## config.mk

```make
export PLATFORM = sky130hd
export DESIGN_NAME = ffba_ctrl
export DESIGN_NICKNAME = d
export VERILOG_FILES = /design/src/rtl/core/ffba_pkg.sv /design/src/rtl/core/ffba_ctrl.sv
export SDC_FILE = /design/constraint.sdc
export NUM_CORES = 1
export LEC_CHECK = 0
export CORE_MARGIN = 2
export CORE_UTILIZATION = 40
export DETAILED_ROUTE_END_ITERATION = 6
export DONT_BUFFER_PORTS = 1
export PLACE_DENSITY = 0.52
export SKIP_CTS_REPAIR_TIMING = 1
export SLEW_MARGIN = 40
export SYNTH_ARGS = -nofsm -noshare
export SYNTH_HDL_FRONTEND = slang
export SYNTH_SLANG_ARGS = --single-unit
```

## constraint.sdc

```tcl
create_clock -name clk -period 1.9 [get_ports clk]
set_input_delay 0.19 -clock clk [delete_from_list [all_inputs] [get_ports clk]]
set_output_delay 0.19 -clock clk [all_outputs]
set_load 0.05 [all_outputs]
```

## src/rtl/core/ffba_pkg.sv

```systemverilog
package ffba_pkg;

  // default geometry
  localparam int DEF_POOL_UNITS    = 1024;
  localparam int DEF_GRANULE_BYTES = 8;

  // field widths
  localparam int OP_W      = 2;
  localparam int BYTES_W   = 14;
  localparam int OFFSET_W  = 10;
  localparam int STATUS_W  = 2;
  localparam int LARGEST_W = 11;
  localparam int CFG_W     = 11;
  localparam int NEED_W    = BYTES_W + 1;
  localparam int IN_DATA_W  = 32;
  localparam int OUT_DATA_W = 24;

  // operation codes
  localparam logic [OP_W-1:0] OP_ALLOC   = 2'd0;
  localparam logic [OP_W-1:0] OP_FREE    = 2'd1;
  localparam logic [OP_W-1:0] OP_COMPACT = 2'd2;

  // status codes
  localparam logic [STATUS_W-1:0] ST_OK      = 2'd0;
  localparam logic [STATUS_W-1:0] ST_NOFIT   = 2'd1;
  localparam logic [STATUS_W-1:0] ST_BADFREE = 2'd2;

  // header store write kinds
  typedef enum logic [2:0] {
    WR_NONE,
    WR_INIT,
    WR_MERGE,
    WR_TAIL,
    WR_TAKE
  } wr_kind_t;

  // header store read address select
  typedef enum logic [1:0] {
    RD_NONE,
    RD_POS,
    RD_NXT
  } rd_kind_t;

  // result kinds
  typedef enum logic [2:0] {
    RES_OK,
    RES_ALLOC_OK,
    RES_NOFIT,
    RES_BADFREE,
    RES_COMPACT
  } res_kind_t;

  // controller to datapath
  typedef struct packed {
    logic      cfg_load;
    logic      capture;
    logic      need_mul;
    logic      need_fix;
    logic      merging;
    logic      latch_cur;
    rd_kind_t  rd;
    wr_kind_t  wr;
    logic      advance;
    logic      best;
    logic      res_load;
    res_kind_t res;
    logic      out_load;
  } ffba_cmd_t;

  // datapath to controller
  typedef struct packed {
    logic [OP_W-1:0] op;
    logic            hdr_free;
    logic            fits;
    logic            nxt_in;
    logic            eff_zero;
    logic            pos_eq_tgt;
    logic            pos_lt_tgt;
    logic            cur_gt_need;
  } ffba_flags_t;

endpackage

```

## src/rtl/core/ffba_ctrl.sv

```systemverilog
module ffba_ctrl (
  input  logic                  clk,
  input  logic                  rst_n,
  input  logic                  in_tvalid,
  output logic                  in_tready,
  input  logic                  cfg_valid,
  output logic                  cfg_ready,
  output logic                  out_tvalid,
  input  logic                  out_tready,
  input  ffba_pkg::ffba_flags_t flags,
  output ffba_pkg::ffba_cmd_t   cmd
);

  typedef enum logic [12:0] {
    S_INIT  = 13'b0000000000001,
    S_IDLE  = 13'b0000000000010,
    S_NEED1 = 13'b0000000000100,
    S_NEED2 = 13'b0000000001000,
    S_START = 13'b0000000010000,
    S_HDR   = 13'b0000000100000,
    S_NXT   = 13'b0000001000000,
    S_FCHK  = 13'b0000010000000,
    S_FHDR  = 13'b0000100000000,
    S_FNXT  = 13'b0001000000000,
    S_TAKE  = 13'b0010000000000,
    S_TAKE2 = 13'b0100000000000,
    S_DONE  = 13'b1000000000000
  } state_t;

  state_t state_r, state_nxt;
  logic   out_valid_r, out_valid_nxt;
  logic   is_alloc, is_free, is_compact;

  assign is_alloc   = (flags.op == ffba_pkg::OP_ALLOC);
  assign is_free    = (flags.op == ffba_pkg::OP_FREE);
  assign is_compact = (flags.op == ffba_pkg::OP_COMPACT);

  assign cfg_ready  = (state_r == S_IDLE);
  assign in_tready  = (state_r == S_IDLE) && !cfg_valid;
  assign out_tvalid = out_valid_r;

  // next state and commands
  always_comb begin
    cmd       = '0;
    state_nxt = state_r;
    case (state_r)
      S_INIT: begin
        cmd.wr    = ffba_pkg::WR_INIT;
        state_nxt = S_IDLE;
      end
      S_IDLE: begin
        if (cfg_valid) begin
          cmd.cfg_load = 1'b1;
          state_nxt    = S_INIT;
        end else if (in_tvalid) begin
          cmd.capture = 1'b1;
          state_nxt   = S_NEED1;
        end
      end
      S_NEED1: begin
        cmd.need_mul = 1'b1;
        state_nxt    = S_NEED2;
      end
      S_NEED2: begin
        cmd.need_fix = 1'b1;
        if (is_alloc || is_compact) begin
          state_nxt = S_START;
        end else if (is_free) begin
          state_nxt = S_FCHK;
        end else begin
          cmd.res_load = 1'b1;
          cmd.res      = ffba_pkg::RES_OK;
          state_nxt    = S_DONE;
        end
      end
      S_START: begin
        cmd.rd    = ffba_pkg::RD_POS;
        state_nxt = S_HDR;
      end
      // header of the block at pos is in hand
      S_HDR: begin
        if (is_free) begin
          if (flags.eff_zero || !flags.nxt_in) begin
            cmd.res_load = 1'b1;
            cmd.res      = ffba_pkg::RES_BADFREE;
            state_nxt    = S_DONE;
          end else begin
            cmd.advance = 1'b1;
            state_nxt   = S_FCHK;
          end
        end else if (flags.hdr_free) begin
          cmd.latch_cur = 1'b1;
          if (is_alloc && flags.fits) begin
            state_nxt = S_TAKE;
          end else if (flags.nxt_in) begin
            cmd.rd    = ffba_pkg::RD_NXT;
            state_nxt = S_NXT;
          end else begin
            cmd.best     = 1'b1;
            cmd.res_load = 1'b1;
            cmd.res      = is_alloc ? ffba_pkg::RES_NOFIT : ffba_pkg::RES_COMPACT;
            state_nxt    = S_DONE;
          end
        end else if (flags.eff_zero || !flags.nxt_in) begin
          cmd.res_load = 1'b1;
          cmd.res      = is_alloc ? ffba_pkg::RES_NOFIT : ffba_pkg::RES_COMPACT;
          state_nxt    = S_DONE;
        end else begin
          // skip an allocated block and fetch the one after it
          cmd.advance = 1'b1;
          cmd.rd      = ffba_pkg::RD_NXT;
          state_nxt   = S_HDR;
        end
      end
      // header of the neighbor after the free block at pos is in hand
      S_NXT: begin
        cmd.merging = 1'b1;
        if (flags.hdr_free) begin
          cmd.wr        = ffba_pkg::WR_MERGE;
          cmd.latch_cur = 1'b1;
          if (is_alloc && flags.fits) begin
            state_nxt = S_TAKE;
          end else if (flags.nxt_in) begin
            cmd.rd    = ffba_pkg::RD_NXT;
            state_nxt = S_NXT;
          end else begin
            cmd.best     = 1'b1;
            cmd.res_load = 1'b1;
            cmd.res      = is_alloc ? ffba_pkg::RES_NOFIT : ffba_pkg::RES_COMPACT;
            state_nxt    = S_DONE;
          end
        end else begin
          // neighbor allocated: move on to it
          cmd.best    = 1'b1;
          cmd.advance = 1'b1;
          cmd.rd      = ffba_pkg::RD_NXT;
          state_nxt   = S_HDR;
        end
      end
      // free walk: compare pos with the target
      S_FCHK: begin
        if (flags.pos_eq_tgt) begin
          cmd.rd    = ffba_pkg::RD_POS;
          state_nxt = S_FHDR;
        end else if (flags.pos_lt_tgt) begin
          cmd.rd    = ffba_pkg::RD_POS;
          state_nxt = S_HDR;
        end else begin
          cmd.res_load = 1'b1;
          cmd.res      = ffba_pkg::RES_BADFREE;
          state_nxt    = S_DONE;
        end
      end
      S_FHDR: begin
        if (flags.hdr_free) begin
          cmd.res_load = 1'b1;
          cmd.res      = ffba_pkg::RES_BADFREE;
          state_nxt    = S_DONE;
        end else if (flags.nxt_in) begin
          cmd.latch_cur = 1'b1;
          cmd.rd        = ffba_pkg::RD_NXT;
          state_nxt     = S_FNXT;
        end else begin
          cmd.wr       = ffba_pkg::WR_MERGE;
          cmd.res_load = 1'b1;
          cmd.res      = ffba_pkg::RES_OK;
          state_nxt    = S_DONE;
        end
      end
      S_FNXT: begin
        cmd.merging  = 1'b1;
        cmd.wr       = ffba_pkg::WR_MERGE;
        cmd.res_load = 1'b1;
        cmd.res      = ffba_pkg::RES_OK;
        state_nxt    = S_DONE;
      end
      // split: tail header first when the block is larger than the need, then the taken header
      S_TAKE: begin
        if (flags.cur_gt_need) begin
          cmd.wr = ffba_pkg::WR_TAIL;
        end
        state_nxt = S_TAKE2;
      end
      S_TAKE2: begin
        cmd.wr       = ffba_pkg::WR_TAKE;
        cmd.res_load = 1'b1;
        cmd.res      = ffba_pkg::RES_ALLOC_OK;
        state_nxt    = S_DONE;
      end
      S_DONE: begin
        if (!out_valid_r || out_tready) begin
          cmd.out_load = 1'b1;
          state_nxt    = S_IDLE;
        end
      end
      default: begin
        state_nxt = S_INIT;
      end
    endcase
  end

  // output valid flag
  always_comb begin
    out_valid_nxt = out_valid_r;
    if (cmd.out_load) begin
      out_valid_nxt = 1'b1;
    end else if (out_tready) begin
      out_valid_nxt = 1'b0;
    end
  end

  always_ff @(posedge clk) begin
    if (!rst_n) begin
      state_r     <= S_INIT;
      out_valid_r <= 1'b0;
    end else begin
      state_r     <= state_nxt;
      out_valid_r <= out_valid_nxt;
    end
  end

endmodule

```

==> run_summary.xml, run 1 <==
<?xml version="1.0" encoding="UTF-8"?>
<metrics>
  <group name="status">
    <metric name="outcome" unit="">complete, but fails checks</metric>
    <metric name="violated_checks" unit="">negative setup slack</metric>
  </group>
  <group name="global_routing">
    <metric name="grt_pass1_wl" unit="um">6950</metric>
    <metric name="grt.overflow.total" unit="">0</metric>
    <metric name="grt_antenna_before_repair" unit="">0</metric>
    <metric name="grt.total_usage" unit="%">24.9</metric>
    <metric name="grt_max_degree" unit="">15</metric>
    <metric name="number_of_global_route_vias_before_repair" unit="">1498</metric>
  </group>
  <group name="clocking">
    <metric name="cts_tree" unit="">yes</metric>
    <metric name="clk_transition_reported_paths" unit="ps">100</metric>
    <metric name="clock_tree.htree_level_count" unit="">1</metric>
    <metric name="number_of_cts_inserted_buffers" unit="">3</metric>
    <metric name="ctsLongestPathBuffers" unit="">2</metric>
    <metric name="worstSkewPairLatency" unit="ps">300</metric>
    <metric name="numClockSinks" unit="">14</metric>
    <metric name="clock-root-buffer" unit="">clkbuf_4</metric>
  </group>
  <group name="synth">
    <metric name="yosysMostFrequentCell" unit="">nand2_1</metric>
    <metric name="postSynthRegisterBits" unit="">14</metric>
    <metric name="synth_top_cell_area_share" unit="%">21.2</metric>
    <metric name="synth_seq_area_share" unit="%">21.2</metric>
    <metric name="synthesis.area" unit="sq mm">0.00132</metric>
    <metric name="synth_largest_area_cell" unit="">dfxtp_1</metric>
    <metric name="synth_top_area_cells" unit="">dfxtp_1, nand2_1, o21ai_0, nor2_1, a21oi_1</metric>
    <metric name="async_flop_share" unit="%">0</metric>
    <metric name="synth.top_cells.by_count" unit="">nand2_1, dfxtp_1, nor2_1</metric>
    <metric name="synth.distinct_cells" unit="">56</metric>
    <metric name="synthFlopType" unit="">dfxtp_1</metric>
    <metric name="netlist_instances" unit="">171</metric>
    <metric name="synth_area_per_cell" unit="sq um">7.74</metric>
    <metric name="synth_enable_flop_cells" unit="">0</metric>
    <metric name="synthesis.yosys.warnings" unit="">0</metric>
    <metric name="syn_nets" unit="">185</metric>
  </group>
  <group name="job">
    <metric name="max_cap_violations" unit="">0</metric>
  </group>
  <group name="finish">
    <metric name="antenna_cells" unit="">0</metric>
    <metric name="layout.nets" unit="">238</metric>
    <metric name="layout-drive-gt1-share" unit="%">54.7</metric>
    <metric name="fill_cells" unit="">254</metric>
    <metric name="multi_input_comb_area" unit="sq mm">0.00119</metric>
    <metric name="area_delta_synth_final" unit="%">68.6</metric>
    <metric name="instances_no_fill" unit="">267</metric>
    <metric name="layout.area.seq" unit="sq um">290</metric>
  </group>
  <group name="sta">
    <metric name="fin_ws" unit="ps">-399</metric>
    <metric name="layout_min_cycle_time" unit="ps">2300</metric>
    <metric name="timing_hold_violations_final" unit="">0</metric>
    <metric name="maxClockFrequency" unit="MHz">435</metric>
    <metric name="tightest_slew" unit="ps">487</metric>
    <metric name="report.final.slew_viol_count" unit="">0</metric>
    <metric name="grt_setup_unrepaired" unit="">yes</metric>
    <metric name="clock-skew-final" unit="ps">14.0</metric>
    <metric name="finalHoldWorstSlack" unit="ps">1.03</metric>
    <metric name="setup_violations_final" unit="">20</metric>
    <metric name="min_period_over_period" unit="%">121</metric>
    <metric name="finalSetupTns" unit="ps">-5420</metric>
    <metric name="slew_headroom" unit="%">66.7</metric>
  </group>
  <group name="placed_design">
    <metric name="gp_congestion" unit="">0.888</metric>
    <metric name="detailedPlacementHpwl" unit="um">3360</metric>
    <metric name="io_buffers" unit="">0</metric>
    <metric name="numPlacedInstances" unit="">257</metric>
  </group>
  <group name="floorplanning">
    <metric name="ioPinCount" unit="">35</metric>
    <metric name="die_w" unit="um">61.5</metric>
    <metric name="die_h" unit="um">61.5</metric>
    <metric name="initial_utilization" unit="%">42.7</metric>
    <metric name="die_footprint" unit="sq mm">0.00379</metric>
    <metric name="floorplan.core_area" unit="sq mm">0.00310</metric>
    <metric name="fp-row-count" unit="">20</metric>
  </group>
  <group name="critical_path">
    <metric name="crit_path_end_kind" unit="">primary output</metric>
    <metric name="startpoint_type" unit="">flop</metric>
    <metric name="worstPathArrival" unit="ps">2110</metric>
    <metric name="critPathMaxFanout" unit="">4</metric>
    <metric name="worstSetupPathType" unit="">reg -&gt; out</metric>
    <metric name="cp.required" unit="ps">1710</metric>
  </group>
  <group name="power_and_ir_drop">
    <metric name="clock_power_share" unit="%">27.3</metric>
    <metric name="power_frac_comb" unit="%">36.1</metric>
    <metric name="powerDensity" unit="mW/mm^2">383</metric>
    <metric name="switching_fraction" unit="%">33.8</metric>
    <metric name="power.leakage" unit="nW">0.887</metric>
    <metric name="power.sequential.fraction" unit="%">36.6</metric>
    <metric name="ir_worst_vdd" unit="V">0.000277</metric>
    <metric name="internal_cell_power" unit="W">0.000566</metric>
    <metric name="netSwitchingPower" unit="W">0.000289</metric>
  </group>
  <group name="routing">
    <metric name="detailroute.via_count" unit="">1547</metric>
    <metric name="detail_route.wl_per_cell" unit="um">16.7</metric>
    <metric name="firstDrtPassIters" unit="">4</metric>
    <metric name="via_per_instance_ratio" unit="">5.79</metric>
    <metric name="wl" unit="um">4460</metric>
    <metric name="antenna_violating_nets_post_route" unit="">0</metric>
    <metric name="post-route-drc-count" unit="">0</metric>
    <metric name="detail_route.iter0.violations" unit="">95</metric>
  </group>
  <group name="hold_path">
    <metric name="hold_class" unit="">in -&gt; reg</metric>
  </group>
</metrics>
==> cells by family (layout without fill, tap and decap cells) <==
family,after synthesis,in the layout,share of synthesized area (%)
AOI/OAI and AO/OA,38,38,19.7
xor gates and xnor gates,5,5,3.31
buffers and inverters,19,71,9.64
DFF,14,14,21.2
and+or+nand+nor,95,95,46.2
==> power by group through the flow <==
stage	Combinational, W	Sequential (W)	Clock (W)
after global routing	0.000331	0.000312	0.000244
final	0.000309	0.000313	0.000233
after detailed placement	0.000279	0.000318	0
after floorplan	0.000209	0.000311	0
after global placement	0.000274	0.000317	0
after CTS	0.000281	0.000311	0.000228
==> placed cells by master (no fill, tap or decap), drive strengths merged, types with 3 or more instances in the layout <==
| cell | instances |
|---|---|
| o21ai | 12 |
| nor3b | 4 |
| buf | 59 |
| and4b | 4 |
| nand3 | 7 |
| nand2b | 4 |
| nand2 | 15 |
| nand4 | 6 |
| and3 | 5 |
| inv | 7 |
| clkbuf | 4 |
| xor2 | 3 |
| o32ai | 3 |
| nor3 | 8 |
| nor2 | 16 |
| a21oi | 11 |
| dfxtp | 14 |
| nor2b | 3 |
| nor4 | 4 |
==> stage by stage <==
| stage | cell area (sq um) | setup WS, ps | power [W] | util [%] |
|---|---|---|---|---|
| floorplan | 1510 | -168 | 0.000520 | - |
| CTS | 2030 | -435 | 0.000821 | 65.4 |
| finish | 2230 | -399 | 0.000855 | 71.9 |
| detailed placement | 1990 | -118 | 0.000597 | 64.3 |
| global placement | 1990 | -72.4 | 0.000591 | 64.3 |
| global route | 2230 | -505 | 0.000887 | 71.9 |
==> layout make-up <==
type / instances / area share [%]
Clock buffer: 4 / 1.63
Inverter: 8 / 1.63
Multi-Input combinational cell: 138 / 53.3
Timing Repair Buffer: 59 / 28.0
Tap cell: 44 / 2.47
Sequential cell: 14 / 13.0
==> registers in the layout, summed over array words and instances (netlist names) <==
signal / cells
state_r: 13
out_tvalid: 1
==> routing by layer <==
metal  part of all wire (%)  routed length [um]  GRT usage, %
met5                      0                   0             0
met4                    1.3                  59          8.51
met1                     45                2000          32.8
met3                    5.0                 222          5.25
met2                     49                2170          40.5
==> critical path, stage by stage (launching register included) <==
cell and delay [ps]:
dfxtp_2 350, buf_6 120, nor4_4 340, and3_4 240, and4b_2 290, a21oi_2 60
o32ai_4 240, buf_12 170
==> path summary, 6_finish.rpt <==
check | start | endpoint | slack [ps] | cells after the start
worst min register to register | out_tvalid$_SDFFE_PN0P_ | out_tvalid$_SDFFE_PN0P_ | 600 | 2
worst max-delay path | state_r[7]$_SDFFE_PN0P_ | cmd[11] | -400 | 7
worst max register to register | state_r[11]$_SDFFE_PN0P_ | state_r[4]$_SDFFE_PN0P_ | 30 | 7
worst min-delay path | rst_n | state_r[11]$_SDFFE_PN0P_ | 1 | 1
No activity file was read; power rests on OpenSTA's default activity.
==> inputs of run 2 (changes only) <==
--- a/config.mk
+++ b/config.mk
@@ -8,6 +8,6 @@
 export CORE_MARGIN = 2
-export CORE_UTILIZATION = 40
+export CORE_UTILIZATION = 55
 export DETAILED_ROUTE_END_ITERATION = 6
 export DONT_BUFFER_PORTS = 1
-export PLACE_DENSITY = 0.52
+export PLACE_DENSITY = 0.69
 export SKIP_CTS_REPAIR_TIMING = 1
==> constraint.sdc (replaced) <==
create_clock -name clk -period 1.9 [get_ports clk]
set_input_delay 0.285 -clock clk [delete_from_list [all_inputs] [get_ports clk]]
set_output_delay 0.285 -clock clk [all_outputs]
set_load 0.05 [all_outputs]
==> run_summary.xml, run 2 <==
<?xml version="1.0" encoding="UTF-8"?>
<metrics>
  <group name="status">
    <metric name="outcome" unit="">did not finish</metric>
    <metric name="outcome.stop_stage" unit="">global routing</metric>
    <metric name="error_line" unit="">[ERROR DPL-0038] Utilization greater than 100%, impossible to legalize</metric>
  </group>
  <group name="synth">
    <metric name="synthesis.area" unit="sq mm">0.00132</metric>
    <metric name="synthFlopType" unit="">dfxtp_1</metric>
    <metric name="syn_nets" unit="">185</metric>
    <metric name="synthesis.yosys.warnings" unit="">0</metric>
    <metric name="synth_enable_flop_cells" unit="">0</metric>
    <metric name="postSynthRegisterBits" unit="">14</metric>
    <metric name="synth.top_cells.by_count" unit="">nand2_1, dfxtp_1, nor2_1</metric>
    <metric name="netlist_instances" unit="">171</metric>
    <metric name="synth_top_cell_area_share" unit="%">21.2</metric>
    <metric name="async_flop_share" unit="%">0</metric>
    <metric name="yosysMostFrequentCell" unit="">nand2_1</metric>
    <metric name="synth_seq_area_share" unit="%">21.2</metric>
    <metric name="synth_largest_area_cell" unit="">dfxtp_1</metric>
    <metric name="synth_area_per_cell" unit="sq um">7.74</metric>
    <metric name="synth.distinct_cells" unit="">56</metric>
    <metric name="synth_top_area_cells" unit="">dfxtp_1, nand2_1, o21ai_0, nor2_1, a21oi_1</metric>
  </group>
  <group name="placed_design">
    <metric name="io_buffers" unit="">0</metric>
    <metric name="pre_cts_slack" unit="ps">-215</metric>
    <metric name="numPlacedInstances" unit="">242</metric>
    <metric name="detailedPlacementHpwl" unit="um">3790</metric>
    <metric name="gp_congestion" unit="">0.895</metric>
    <metric name="placement.cell_area" unit="sq mm">0.00195</metric>
  </group>
  <group name="sta">
    <metric name="grt_repair_timing_worst_endpoint" unit="">cmd[11]</metric>
    <metric name="timing.repair.worst_endpoint_type" unit="">top-level output</metric>
  </group>
  <group name="floorplanning">
    <metric name="fp-row-count" unit="">17</metric>
    <metric name="die_w" unit="um">53.1</metric>
    <metric name="initial_utilization" unit="%">58.7</metric>
    <metric name="ioPinCount" unit="">35</metric>
    <metric name="die_h" unit="um">53.1</metric>
  </group>
  <group name="clocking">
    <metric name="numClockSinks" unit="">14</metric>
    <metric name="clock-root-buffer" unit="">clkbuf_4</metric>
    <metric name="ctsLongestPathBuffers" unit="">2</metric>
    <metric name="clock_tree.htree_level_count" unit="">1</metric>
    <metric name="number_of_cts_inserted_buffers" unit="">3</metric>
  </group>
  <group name="global_routing">
    <metric name="grt_max_degree" unit="">15</metric>
  </group>
</metrics>
-- run 2: cell counts after synthesis --
Identical to the previous run, type by type.
-- run 2: cells by family after synthesis --
| group | Yosys count | share of synthesized area (%) |
|---|---|---|
| compound gates | 38 | 19.7 |
| xor+xnor | 5 | 3.31 |
| buf+inv | 19 | 9.64 |
| flops | 14 | 21.2 |
| simple gates | 95 | 46.2 |
-- run 2: stage by stage --
stage / setup TNS (ps) / utilization [%]
4_1_cts: -8650 / 87.9
3_5_place_dp: -2210 / 86.3
2_1_floorplan: -1470 / -
3_3_place_gp: -1130 / 86.3
==> inputs of run 3 (changes only) <==
Settings changed: CORE_AREA set to 2 2 63 65, CORE_MARGIN 2 to unset, CORE_UTILIZATION 55 to unset, DIE_AREA set to 0 0 65 67, PLACE_DENSITY 0.69 to unset, PLACE_DENSITY_LB_ADDON set to 0.15.
Clock period 1.9 ns to 2.47 ns, I/O delays scaled along.
==> run_summary.xml, run 3 (synthesis gave the netlist of run 1 again) <==
<?xml version="1.0" encoding="UTF-8"?>
<metrics>
  <group name="floorplanning">
    <metric name="initial_utilization" unit="%">36.7</metric>
    <metric name="die_h" unit="um">67</metric>
    <metric name="ioPinCount" unit="">35</metric>
    <metric name="die_w" unit="um">65</metric>
    <metric name="fp-row-count" unit="">22</metric>
    <metric name="floorplan.core_area" unit="sq mm">0.00361</metric>
    <metric name="die_footprint" unit="sq mm">0.00436</metric>
  </group>
  <group name="sta">
    <metric name="layout_min_cycle_time" unit="ps">2550</metric>
    <metric name="fin_ws" unit="ps">-83.7</metric>
    <metric name="slew_headroom" unit="%">59.8</metric>
    <metric name="grt_setup_unrepaired" unit="">yes</metric>
    <metric name="maxClockFrequency" unit="MHz">392</metric>
    <metric name="report.final.slew_viol_count" unit="">0</metric>
    <metric name="clock-skew-final" unit="ps">2.56</metric>
    <metric name="timing_hold_violations_final" unit="">0</metric>
    <metric name="setup_violations_final" unit="">1</metric>
    <metric name="finalHoldWorstSlack" unit="ps">214</metric>
    <metric name="min_period_over_period" unit="%">103</metric>
    <metric name="tightest_slew" unit="ps">587</metric>
  </group>
  <group name="routing">
    <metric name="via_per_instance_ratio" unit="">5.85</metric>
    <metric name="post-route-drc-count" unit="">0</metric>
    <metric name="detail_route.iter0.violations" unit="">135</metric>
    <metric name="detailroute.via_count" unit="">1473</metric>
    <metric name="wl" unit="um">4250</metric>
    <metric name="antenna_violating_nets_post_route" unit="">0</metric>
    <metric name="detail_route.wl_per_cell" unit="um">16.9</metric>
    <metric name="firstDrtPassIters" unit="">4</metric>
  </group>
  <group name="global_routing">
    <metric name="grt_max_degree" unit="">15</metric>
    <metric name="grt.overflow.total" unit="">0</metric>
    <metric name="grt_pass1_wl" unit="um">6600</metric>
    <metric name="number_of_global_route_vias_before_repair" unit="">1402</metric>
    <metric name="grt.total_usage" unit="%">19.5</metric>
    <metric name="grt_antenna_before_repair" unit="">0</metric>
  </group>
  <group name="critical_path">
    <metric name="critPathMaxFanout" unit="">6</metric>
    <metric name="ff2ff_setup_slack" unit="ps">430</metric>
    <metric name="startpoint_type" unit="">flop</metric>
    <metric name="crit_path_end_kind" unit="">primary output</metric>
    <metric name="worstPathArrival" unit="ps">2180</metric>
    <metric name="worstSetupPathType" unit="">reg -&gt; out</metric>
    <metric name="cp.required" unit="ps">2100</metric>
  </group>
  <group name="clocking">
    <metric name="numClockSinks" unit="">14</metric>
    <metric name="clk_transition_reported_paths" unit="ps">70</metric>
    <metric name="clock-root-buffer" unit="">clkbuf_8</metric>
    <metric name="cts_tree" unit="">yes</metric>
    <metric name="worstSkewPairLatency" unit="ps">250</metric>
    <metric name="clock_tree.htree_level_count" unit="">1</metric>
    <metric name="ctsLongestPathBuffers" unit="">2</metric>
    <metric name="number_of_cts_inserted_buffers" unit="">3</metric>
  </group>
  <group name="finish">
    <metric name="antenna_cells" unit="">0</metric>
    <metric name="regMostFlops" unit="">state_r</metric>
    <metric name="fill_cells" unit="">327</metric>
    <metric name="layout_common_cells" unit="">buf_4, nand2_1, nor2_1, buf_12, o21ai_0</metric>
    <metric name="layout-drive-gt1-share" unit="%">38.2</metric>
    <metric name="area_delta_synth_final" unit="%">44.6</metric>
    <metric name="largest_reg_flops" unit="">13</metric>
    <metric name="layout.nets" unit="">219</metric>
    <metric name="most_common_cell_after_layout_fill_and_taps_aside" unit="">buf_4</metric>
  </group>
  <group name="power_and_ir_drop">
    <metric name="ir_worst_vdd" unit="V">0.000147</metric>
    <metric name="power.leakage" unit="nW">0.778</metric>
    <metric name="powerDensity" unit="mW/mm^2">348</metric>
  </group>
  <group name="status">
    <metric name="violated_checks" unit="">negative setup slack</metric>
    <metric name="outcome" unit="">complete, but fails checks</metric>
  </group>
  <group name="placed_design">
    <metric name="detailedPlacementHpwl" unit="um">3160</metric>
    <metric name="io_buffers" unit="">0</metric>
    <metric name="pre_cts_slack" unit="ps">95.9</metric>
    <metric name="gp_congestion" unit="">0.854</metric>
  </group>
  <group name="hold_path">
    <metric name="hold_class" unit="">in -&gt; reg</metric>
  </group>
  <group name="job">
    <metric name="max_cap_violations" unit="">0</metric>
  </group>
</metrics>
run 3: path summary, 6_finish.rpt:
path / cells after the start / to / start
max: 6 / cmd[11] / state_r[4]$_SDFFE_PN0P_
min reg2reg: 2 / out_tvalid$_SDFFE_PN0P_ / state_r[12]$_SDFFE_PN0P_
min: 1 / state_r[0]$_SDFFE_PN1P_ / rst_n
max reg2reg: 8 / state_r[1]$_SDFFE_PN0P_ / state_r[5]$_SDFFE_PN0P_
run 3: per-layer routing:
| metal | part of all wire, % | GRT usage (%) | up-vias |
|---|---|---|---|
| met3 | 5.7 | 4.90 | 6 |
| met1 | 42 | 22.8 | 717 |
| met4 | 1.1 | 6.12 | 0 |
| met5 | 0 | 0 | - |
| met2 | 51 | 34.8 | 52 |
| li1 | - | - | 698 |
run 3: critical path, cell delays in order, from the launching register on:
cell	delay, ps
dfxtp_2	330
or4b_4	570
nor4_4	280
buf_4	190
a21oi_4	70
o32ai_4	310
buf_12	180
run 3: final cells by class:
class	instances	area (sq um)	area share, %
tap	48	60.1	3.14
sequential	14	293	15.3
timing repair buffer	40	438	22.9
inverter	8	30.0	1.57
clock buffer	4	55.1	2.88
multi-input combinational	138	1040	54.2
run 3: through the flow:
stage / instance area (sq um) / utilization [%] / setup TNS, ps / total power (W) / instances
CTS: 1750 / 48.5 / -789 / 0.000656 / 243
global placement: 1690 / 46.9 / 0 / 0.000419 / 239
finish: 1910 / 53.1 / -83.7 / 0.000666 / 252
floorplan: 1370 / - / -112 / 0.000377 / 171
global route: 1910 / 53.1 / -382 / 0.000690 / 252
detailed placement: 1690 / 46.9 / 0 / 0.000420 / 239
run 3: report_power, final:
group | internal [W] | total (W) | switching [W]
clock | 0.000142 | 0.000237 | 0.0000953
combinational | 0.0000817 | 0.000188 | 0.000106
sequential | 0.000230 | 0.000241 | 0.0000110
total | 0.000453 | 0.000666 | 0.000213
